### src/hdl/atacc_pkg.sv
`timescale 1ns / 1ps
// shared types, constants and helpers for the activity time accumulator
// no dependencies; imported by every module of the block

package atacc_pkg;

  // fixed-point constants, 1 g = 4096 counts
  localparam logic [16:0] ONE_G_COUNTS = 17'd4096;

  // floor(x / 1000) == (x * RECIP_1000) >> RECIP_SHIFT for any 32-bit x
  localparam logic [31:0] RECIP_1000  = 32'h10624DD3;
  localparam int unsigned RECIP_SHIFT = 38;
  localparam int unsigned SECS_W      = 23;

  // configuration port
  localparam int unsigned ADDR_W      = 3;
  localparam logic        REG_MOVE_THR = 1'b0;
  localparam logic        REG_MAX_GAP  = 1'b1;
  localparam logic [16:0] THR_RESET    = 17'd410;
  localparam logic [15:0] GAP_RESET    = 16'd200;

  // square root iterations, two radicand bits each
  localparam int unsigned ROOT_STEPS = 16;
  localparam int unsigned STEP_W     = 4;
  localparam logic [STEP_W-1:0] STEP_LAST = STEP_W'(ROOT_STEPS - 1);
  localparam logic [31:0] ROOT_TOP_BIT = 32'h4000_0000;

  // shared multiplier operand select
  typedef logic [1:0] mul_sel_t;
  localparam mul_sel_t MUL_SQ_X = 2'd0;
  localparam mul_sel_t MUL_SQ_Y = 2'd1;
  localparam mul_sel_t MUL_SQ_Z = 2'd2;
  localparam mul_sel_t MUL_DIV  = 2'd3;

  typedef struct packed {
    logic [16:0] move_threshold;
    logic [15:0] max_gap_ms;
  } cfg_t;

  typedef struct packed {
    logic              capture;
    logic              mul_en;
    mul_sel_t          mul_sel;
    logic              rad_load;
    logic              rad_add;
    logic              root_step;
    logic [STEP_W-1:0] step;
    logic              upd;
    logic              acc;
    logic              report;
  } dp_cmd_t;

  typedef struct packed {
    logic emit;
  } dp_stat_t;

  // magnitude of a 16-bit two's complement value, -32768 gives 32768
  function automatic logic [15:0] abs16(input logic signed [15:0] v);
    logic [15:0] res;
    res = v[15] ? (16'd0 - 16'(v)) : 16'(v);
    return res;
  endfunction

endpackage

### src/hdl/atacc_regs.sv
`timescale 1ns / 1ps
// apb register file: movement threshold and longest credited gap
// depends on atacc_pkg

module atacc_regs import atacc_pkg::*; (
  input  logic              clk,
  input  logic              rst_n,
  input  logic              psel,
  input  logic              penable,
  input  logic              pwrite,
  input  logic [ADDR_W-1:0] paddr,
  input  logic [31:0]       pwdata,
  output logic [31:0]       prdata,
  output logic              pready,
  output cfg_t              cfg
);

  logic [16:0] thr_r;
  logic [15:0] gap_r;
  logic        wr_en;

  assign pready = 1'b1;
  assign wr_en  = psel && penable && pwrite;

  always_ff @(posedge clk) begin
    if (!rst_n) begin
      thr_r <= THR_RESET;
      gap_r <= GAP_RESET;
    end else if (wr_en) begin
      unique case (paddr[2])
        REG_MOVE_THR: thr_r <= pwdata[16:0];
        REG_MAX_GAP:  gap_r <= pwdata[15:0];
      endcase
    end
  end

  always_comb begin
    unique case (paddr[2])
      REG_MOVE_THR: prdata = {15'd0, thr_r};
      REG_MAX_GAP:  prdata = {16'd0, gap_r};
    endcase
  end

  assign cfg.move_threshold = thr_r;
  assign cfg.max_gap_ms     = gap_r;

endmodule

### src/hdl/atacc_dp.sv
`timescale 1ns / 1ps
// datapath: shared multiplier, iterative square root, counters and snapshot registers
// depends on atacc_pkg; driven by atacc_ctrl commands

module atacc_dp import atacc_pkg::*; (
  input  logic               clk,
  input  logic               rst_n,
  input  dp_cmd_t            cmd,
  input  cfg_t               cfg,
  input  logic signed [15:0] in_accel_x,
  input  logic signed [15:0] in_accel_y,
  input  logic signed [15:0] in_accel_z,
  input  logic [31:0]        in_now_ms,
  output dp_stat_t           stat,
  output logic [31:0]        out_total_samples,
  output logic [31:0]        out_active_time_ms,
  output logic [16:0]        out_peak_deviation
);

  // captured beat
  logic [15:0] ax_r, ay_r, az_r;
  logic [31:0] now_r;

  // work registers
  logic [63:0] prod_r;
  logic [31:0] rad_r;
  logic [31:0] root_r;
  logic [16:0] dev_r;
  logic [31:0] gap_r;

  // persistent state
  logic [31:0]       cnt_r;
  logic [31:0]       act_r;
  logic [16:0]       peak_r;
  logic [31:0]       prev_r;
  logic [SECS_W-1:0] rep_r;

  // snapshot
  logic [31:0] o_cnt_r, o_act_r;
  logic [16:0] o_peak_r;

  logic [31:0]       mul_a, mul_b;
  logic [63:0]       prod_nxt;
  logic [31:0]       bit_val, trial;
  logic              fits;
  logic [16:0]       mag, dev;
  logic [32:0]       act_sum;
  logic              credit;
  logic [SECS_W-1:0] secs;

  always_comb begin
    case (cmd.mul_sel)
      MUL_SQ_X: begin mul_a = {16'd0, ax_r}; mul_b = {16'd0, ax_r}; end
      MUL_SQ_Y: begin mul_a = {16'd0, ay_r}; mul_b = {16'd0, ay_r}; end
      MUL_SQ_Z: begin mul_a = {16'd0, az_r}; mul_b = {16'd0, az_r}; end
      MUL_DIV:  begin mul_a = act_r;         mul_b = RECIP_1000;    end
    endcase
  end

  assign prod_nxt = 64'(mul_a) * 64'(mul_b);

  // one result bit per step, bit weight 4^(15-step)
  assign bit_val = ROOT_TOP_BIT >> {cmd.step, 1'b0};
  assign trial   = root_r + bit_val;
  assign fits    = (rad_r >= trial);

  assign mag = root_r[16:0];
  assign dev = (mag >= ONE_G_COUNTS) ? (mag - ONE_G_COUNTS) : (ONE_G_COUNTS - mag);

  assign act_sum = {1'b0, act_r} + {1'b0, gap_r};
  assign credit  = (dev_r > cfg.move_threshold) && (gap_r != 32'd0)
                   && (gap_r <= {16'd0, cfg.max_gap_ms});

  assign secs = prod_r[RECIP_SHIFT+SECS_W-1:RECIP_SHIFT];
  assign stat.emit = (secs != rep_r) || (cnt_r == 32'd1);

  // work, capture and snapshot registers, no reset needed
  always_ff @(posedge clk) begin
    if (cmd.capture) begin
      ax_r  <= abs16(in_accel_x);
      ay_r  <= abs16(in_accel_y);
      az_r  <= abs16(in_accel_z);
      now_r <= in_now_ms;
    end
    if (cmd.mul_en) begin
      prod_r <= prod_nxt;
    end
    if (cmd.rad_load) begin
      rad_r  <= prod_r[31:0];
      root_r <= 32'd0;
    end else if (cmd.rad_add) begin
      rad_r <= rad_r + prod_r[31:0];
    end else if (cmd.root_step) begin
      if (fits) begin
        rad_r  <= rad_r - trial;
        root_r <= (root_r >> 1) + bit_val;
      end else begin
        root_r <= root_r >> 1;
      end
    end
    if (cmd.upd) begin
      dev_r <= dev;
      gap_r <= ((prev_r != 32'd0) && (now_r > prev_r)) ? (now_r - prev_r) : 32'd0;
    end
    if (cmd.report) begin
      o_cnt_r  <= cnt_r;
      o_act_r  <= act_r;
      o_peak_r <= peak_r;
    end
  end

  always_ff @(posedge clk) begin
    if (!rst_n) begin
      cnt_r  <= 32'd0;
      act_r  <= 32'd0;
      peak_r <= 17'd0;
      prev_r <= 32'd0;
      rep_r  <= '0;
    end else begin
      if (cmd.upd) begin
        if (cnt_r != 32'hFFFF_FFFF) begin
          cnt_r <= cnt_r + 32'd1;
        end
        if (dev > peak_r) begin
          peak_r <= dev;
        end
        prev_r <= now_r;
      end
      if (cmd.acc && credit) begin
        act_r <= act_sum[32] ? 32'hFFFF_FFFF : act_sum[31:0];
      end
      if (cmd.report) begin
        rep_r <= secs;
      end
    end
  end

  assign out_total_samples  = o_cnt_r;
  assign out_active_time_ms = o_act_r;
  assign out_peak_deviation = o_peak_r;

  a_peak_monotone: assert property (@(posedge clk) disable iff (!rst_n)
    1'b1 |=> peak_r >= $past(peak_r))
    else $error("peak deviation went down");

  a_active_monotone: assert property (@(posedge clk) disable iff (!rst_n)
    1'b1 |=> act_r >= $past(act_r))
    else $error("active time went down");

  a_root_range: assert property (@(posedge clk) disable iff (!rst_n)
    cmd.upd |-> root_r[31:16] == 16'd0)
    else $error("square root out of range");

endmodule

### src/hdl/atacc_ctrl.sv
`timescale 1ns / 1ps
// controller: sequences squares, root steps, update, seconds check and snapshot handoff
// depends on atacc_pkg; commands atacc_dp

module atacc_ctrl import atacc_pkg::*; (
  input  logic     clk,
  input  logic     rst_n,
  input  logic     in_valid,
  output logic     in_stall,
  output logic     out_valid,
  input  logic     out_stall,
  input  dp_stat_t stat,
  output dp_cmd_t  cmd
);

  localparam logic [3:0] S_IDLE = 4'd0;
  localparam logic [3:0] S_SQX  = 4'd1;
  localparam logic [3:0] S_SQY  = 4'd2;
  localparam logic [3:0] S_SQZ  = 4'd3;
  localparam logic [3:0] S_SUM  = 4'd4;
  localparam logic [3:0] S_ROOT = 4'd5;
  localparam logic [3:0] S_UPD  = 4'd6;
  localparam logic [3:0] S_ACC  = 4'd7;
  localparam logic [3:0] S_DIV  = 4'd8;
  localparam logic [3:0] S_CHK  = 4'd9;

  logic [3:0]        state_r, state_nxt;
  logic [STEP_W-1:0] step_r, step_nxt;
  logic              ovld_r, ovld_nxt;
  logic              out_free;

  assign out_free = !ovld_r || !out_stall;
  assign in_stall = (state_r != S_IDLE);
  assign out_valid = ovld_r;

  always_comb begin
    state_nxt = state_r;
    step_nxt  = step_r;
    cmd       = '0;
    cmd.step  = step_r;
    unique case (state_r)
      S_IDLE: begin
        if (in_valid) begin
          cmd.capture = 1'b1;
          state_nxt   = S_SQX;
        end
      end
      S_SQX: begin
        cmd.mul_en  = 1'b1;
        cmd.mul_sel = MUL_SQ_X;
        state_nxt   = S_SQY;
      end
      S_SQY: begin
        cmd.rad_load = 1'b1;
        cmd.mul_en   = 1'b1;
        cmd.mul_sel  = MUL_SQ_Y;
        state_nxt    = S_SQZ;
      end
      S_SQZ: begin
        cmd.rad_add = 1'b1;
        cmd.mul_en  = 1'b1;
        cmd.mul_sel = MUL_SQ_Z;
        state_nxt   = S_SUM;
      end
      S_SUM: begin
        cmd.rad_add = 1'b1;
        step_nxt    = '0;
        state_nxt   = S_ROOT;
      end
      S_ROOT: begin
        cmd.root_step = 1'b1;
        step_nxt      = step_r + 1'b1;
        if (step_r == STEP_LAST) begin
          state_nxt = S_UPD;
        end
      end
      S_UPD: begin
        cmd.upd   = 1'b1;
        state_nxt = S_ACC;
      end
      S_ACC: begin
        cmd.acc   = 1'b1;
        state_nxt = S_DIV;
      end
      S_DIV: begin
        cmd.mul_en  = 1'b1;
        cmd.mul_sel = MUL_DIV;
        state_nxt   = S_CHK;
      end
      S_CHK: begin
        // hold here only while a new beat is due and the snapshot register cannot take it yet
        if (!stat.emit) begin
          state_nxt = S_IDLE;
        end else if (out_free) begin
          cmd.report = 1'b1;
          state_nxt  = S_IDLE;
        end
      end
      default: state_nxt = S_IDLE;
    endcase
  end

  always_comb begin
    ovld_nxt = ovld_r;
    if (ovld_r && !out_stall) begin
      ovld_nxt = 1'b0;
    end
    if (cmd.report) begin
      ovld_nxt = 1'b1;
    end
  end

  always_ff @(posedge clk) begin
    if (!rst_n) begin
      state_r <= S_IDLE;
      step_r  <= '0;
      ovld_r  <= 1'b0;
    end else begin
      state_r <= state_nxt;
      step_r  <= step_nxt;
      ovld_r  <= ovld_nxt;
    end
  end

  a_report_free: assert property (@(posedge clk) disable iff (!rst_n)
    cmd.report |-> (!ovld_r || !out_stall))
    else $error("snapshot overwritten while a beat waits");

  a_root_exit: assert property (@(posedge clk) disable iff (!rst_n)
    (state_r == S_ROOT) && (step_r == STEP_LAST) |=> state_r == S_UPD)
    else $error("root iterations did not finish in order");

endmodule

### src/hdl/activity_time_accumulator.sv
`timescale 1ns / 1ps
// top level of the activity time accumulator: register file, controller, datapath
// depends on atacc_pkg, atacc_regs, atacc_ctrl, atacc_dp
//
//  port group   direction  handshake                     payload
//  in_*         input      in_valid / in_stall           accel_x, accel_y, accel_z, now_ms
//  out_*        output     out_valid / out_stall         total_samples, active_time_ms,
//                                                        peak_deviation
//  apb          input      psel, penable, pwrite, pready move_threshold, max_gap_ms
//
// a sample passes through the accepting idle cycle, three squares on the
// shared multiplier, 16 square root steps, update, accumulate, divide by 1000 and check;
// a sample is taken only while idle, so a new one waits until the last is through.
// a snapshot waits in the output register; the controller holds in the check
// step only if a new snapshot is due while the previous one is still stalled.
// rst_n is synchronous: counters, peak, previous time and config defaults reset.

module activity_time_accumulator import atacc_pkg::*; (
  input  logic               clk,
  input  logic               rst_n,
  input  logic               in_valid,
  output logic               in_stall,
  input  logic signed [15:0] in_accel_x,
  input  logic signed [15:0] in_accel_y,
  input  logic signed [15:0] in_accel_z,
  input  logic [31:0]        in_now_ms,
  output logic               out_valid,
  input  logic               out_stall,
  output logic [31:0]        out_total_samples,
  output logic [31:0]        out_active_time_ms,
  output logic [16:0]        out_peak_deviation,
  input  logic               psel,
  input  logic               penable,
  input  logic               pwrite,
  input  logic [ADDR_W-1:0]  paddr,
  input  logic [31:0]        pwdata,
  output logic [31:0]        prdata,
  output logic               pready
);

  cfg_t     cfg;
  dp_cmd_t  cmd;
  dp_stat_t stat;

  atacc_regs u_regs (
    .clk     (clk),
    .rst_n   (rst_n),
    .psel    (psel),
    .penable (penable),
    .pwrite  (pwrite),
    .paddr   (paddr),
    .pwdata  (pwdata),
    .prdata  (prdata),
    .pready  (pready),
    .cfg     (cfg)
  );

  atacc_ctrl u_ctrl (
    .clk       (clk),
    .rst_n     (rst_n),
    .in_valid  (in_valid),
    .in_stall  (in_stall),
    .out_valid (out_valid),
    .out_stall (out_stall),
    .stat      (stat),
    .cmd       (cmd)
  );

  atacc_dp u_dp (
    .clk                (clk),
    .rst_n              (rst_n),
    .cmd                (cmd),
    .cfg                (cfg),
    .in_accel_x         (in_accel_x),
    .in_accel_y         (in_accel_y),
    .in_accel_z         (in_accel_z),
    .in_now_ms          (in_now_ms),
    .stat               (stat),
    .out_total_samples  (out_total_samples),
    .out_active_time_ms (out_active_time_ms),
    .out_peak_deviation (out_peak_deviation)
  );

endmodule

### config.mk
export PLATFORM = sky130hd
export DESIGN_NAME = activity_time_accumulator
export DESIGN_NICKNAME = d
export VERILOG_FILES = /design/src/hdl/atacc_pkg.sv /design/src/hdl/atacc_regs.sv /design/src/hdl/atacc_dp.sv /design/src/hdl/atacc_ctrl.sv /design/src/hdl/activity_time_accumulator.sv
export SDC_FILE = /design/constraint.sdc
export NUM_CORES = 2
export LEC_CHECK = 0
export ABC_CLOCK_PERIOD_IN_PS = 10100
export BUFFER_PORTS_ARGS = -buffer_cell sky130_fd_sc_hd__buf_2
export CAP_MARGIN = 20
export CORE_ASPECT_RATIO = 0.6
export CORE_MARGIN = 2
export CORE_UTILIZATION = 30
export CTS_CLUSTER_DIAMETER = 150
export DETAILED_ROUTE_END_ITERATION = 12
export PLACE_DENSITY_LB_ADDON = 0.1
export SYNTH_ARGS = -nofsm -noshare
export SYNTH_HDL_FRONTEND = slang
export SYNTH_SLANG_ARGS = --single-unit
### constraint.sdc
create_clock -name clk -period 10.1 [get_ports clk]
set_input_delay 2.02 -clock clk [delete_from_list [all_inputs] [get_ports clk]]
set_output_delay 2.02 -clock clk [all_outputs]
set_load 0.005 [all_outputs]
==> metrics <==
critical path fanouts, max=27; CP Data Arrival Time=10.17 ns; Worst Hold Depth=0; busiest grt layer=met1; clk_lat worst skew=0.71 ns; final routed DRC violation total=0; CTS Buffer Depth=3; Reg clk slew, reported paths=0.06 ns; Final ANT Viol Nets=0; leading cell types in the layout, fill and taps excluded=973 x inv_1, 582 x ha_1, 528 x fa_1; Max Transition Viols Final=0; Die W=544 um; Hold Vio Cnt, Final=0; largest net degree at the start of global routing=79; Site Rows=118; worst reg2reg path startpoint=u_ctrl.state_r[1]$_SDFFE_PN0P_; Worst Setup Start Kind=register; Core Region=173000 um^2; synthesized instance count=5736; Critical Path RT=10.58 ns; Ys Warns=0; Layout area overhead=12.7%; met1 usage=33.2%; root buffer cell=clkbuf_16; skew final=0.0934 ns; Netlist Area Pre-Place=52600 um^2; setup slack, reg-to-reg=0.41 ns; Slew HR=32.9%; slowest stage cell, crit path=fa_1; register area=13100 um^2; layout cell share with drive strength beyond 1=8.46%; worst r2r dst=u_dp.prod_r[52]$_DFFE_PP_; min-delay worst type=register to register; hpwl dp=141000 um; drt total wl=174000 um; kind of critical path=register to register; Post-synth EDFFs=297; Via-to-Cell Ratio=4.81; die area=179000 um^2; CTS buffer count=55; WL/cell=20.6 um; io pins=238; setup TNS=0 ns; Initial Util=30.3%; fmax=0.103 GHz; multi-input logic area=35400 um^2; Avg Synthesized Cell Area=9.16 um^2; crit-path max cell delay=0.66 ns; Final #Nets=7284; first-pass GRT wire length=260000 um; r2r worst-path depth=30; DRT iter0 DRCs=3167; commonest non-fill, non-tap cell in the layout=inv_1; Port Buffers=204; critical path endpoint category=register; status=finished clean; DR vias=40600; GR Overflow Total=0; period utilization=96.0%; CP dominant cell by count=fa_1; vias in the first global route=39600; global placement routability congestion=0.859; Top FF cell, synth=edfxtp_1; hold_buf cts=0; Max Cap Viol=0; post-layout minimum cycle time=9.69 ns; H-tree Lvls=2; Die Ht=328 um; hold path start=u_dp.peak_r[6]$_SDFFE_PN0P_; initial antenna violation count=10; #FFs+latches synth=507; Synth async-reset ratio=0%; fill count=18100; met2 GRT Util=25.2%; RSZ-0062 raised after global routing=no; register area share after synthesis=25.0%; Worst-Margin Slew=1.01 ns; Sink Count=507; Worst Hold End=u_dp.out_peak_deviation[6]$_DFFE_PP_; TritonCTS clock tree=yes; Synth cell types=82; first-pass detailed-route iteration total=6; met3 usage=2.39%; final setup violation count=0; gr usage total=19.3%
final cells by class:
type	count	area share [%]
antenna	2	0.00845
clock buffer	72	2.59
clock inverter	32	0.676
inverter	977	6.20
multi-input combinational	4161	59.8
sequential	507	22.2
tap	2340	4.94
timing repair buffer	350	3.65
stage by stage:
step                      setup WS [ns]  instance area, um^2  hold slack [ns]  std cells  utilization [%]
final                             0.408                59200            0.428       8441             34.2
after global placement            0.220                57200            0.421       8332             33.0
after floorplan                    1.33                53000            0.408       5862                -
after global routing             0.0146                59200            0.434       8440             34.2
after CTS                         0.145                59200            0.432       8436             34.1
after detailed placement          0.206                57200            0.416       8332             33.0
synthesized netlist by cell type (123+ instances only):
master	n	share of area, %
xor2_1	123	2.0
clkbuf_1	183	1.3
nor2_1	411	2.9
fa_1	528	20
edfxtp_1	297	17
a21o_1	123	1.8
o21ai_0	260	2.5
ha_1	582	14
xnor2_1	171	2.8
inv_1	975	7.0
nand2_1	519	3.7
dfxtp_1	210	8.0
a21oi_1	292	2.8
worst max path at each step:
stage / startpoint / end
floorplan: u_ctrl.state_r[2]$_SDFFE_PN0P_ / u_dp.prod_r[52]$_DFFE_PP_
global placement: u_ctrl.state_r[1]$_SDFFE_PN0P_ / u_dp.prod_r[52]$_DFFE_PP_
detailed placement: u_ctrl.state_r[1]$_SDFFE_PN0P_ / u_dp.prod_r[52]$_DFFE_PP_
CTS: u_ctrl.state_r[1]$_SDFFE_PN0P_ / u_dp.prod_r[52]$_DFFE_PP_
global route: u_ctrl.state_r[1]$_SDFFE_PN0P_ / u_dp.prod_r[52]$_DFFE_PP_
finish: u_ctrl.state_r[1]$_SDFFE_PN0P_ / u_dp.prod_r[52]$_DFFE_PP_
worst max-delay path, delay by kind of cell, from the launching register on:
family                   cells  cell delay (ns)
AO/OA/AOI/OAI                7             1.81
adder cells (fa/ha/maj)      9             4.53
buffers and inverters        9             1.17
multiplexers                 1             0.34
AND/OR/NAND/NOR              4             1.26
flip-flops                   1             0.31
sequential cells by signal, indices dropped and copies added, names as in the netlist, 32 cells and up:
register and flops:
u_dp.root_r 32, u_dp.prod_r 55, u_dp.act_r 32, u_dp.cnt_r 32, u_dp.prev_r 32, u_dp.out_total_samples 32
u_dp.rad_r 32, u_dp.out_active_time_ms 32, u_dp.gap_r 32, u_dp.now_r 32
routing by layer:
metal,wire length (um),vias to the layer above
li1,-,19600
met1,98900,20100
met2,65200,835
met3,8130,102
met4,1520,2
met5,11,-
cells by family after synthesis:
kind of cell	after synthesis	synth area share, %
buffers and inverters	1194	8.69
other	2	0.0143
AO/OA/AOI/OAI	1093	13.3
XOR/XNOR	294	4.90
adder cells (fa/ha/maj)	1110	34.0
flip-flops	507	25.0
AND/OR/NAND/NOR	1465	12.8
multiplexers	71	1.37
timing repair:
item,in CTS,in global routing
setup buffers,0,0
gates resized for setup,0,6
setup endpoints to repair,0,5
Power is not shown: default switching activity piles up to over one toggle a cycle in this logic, so the estimate is an artifact.
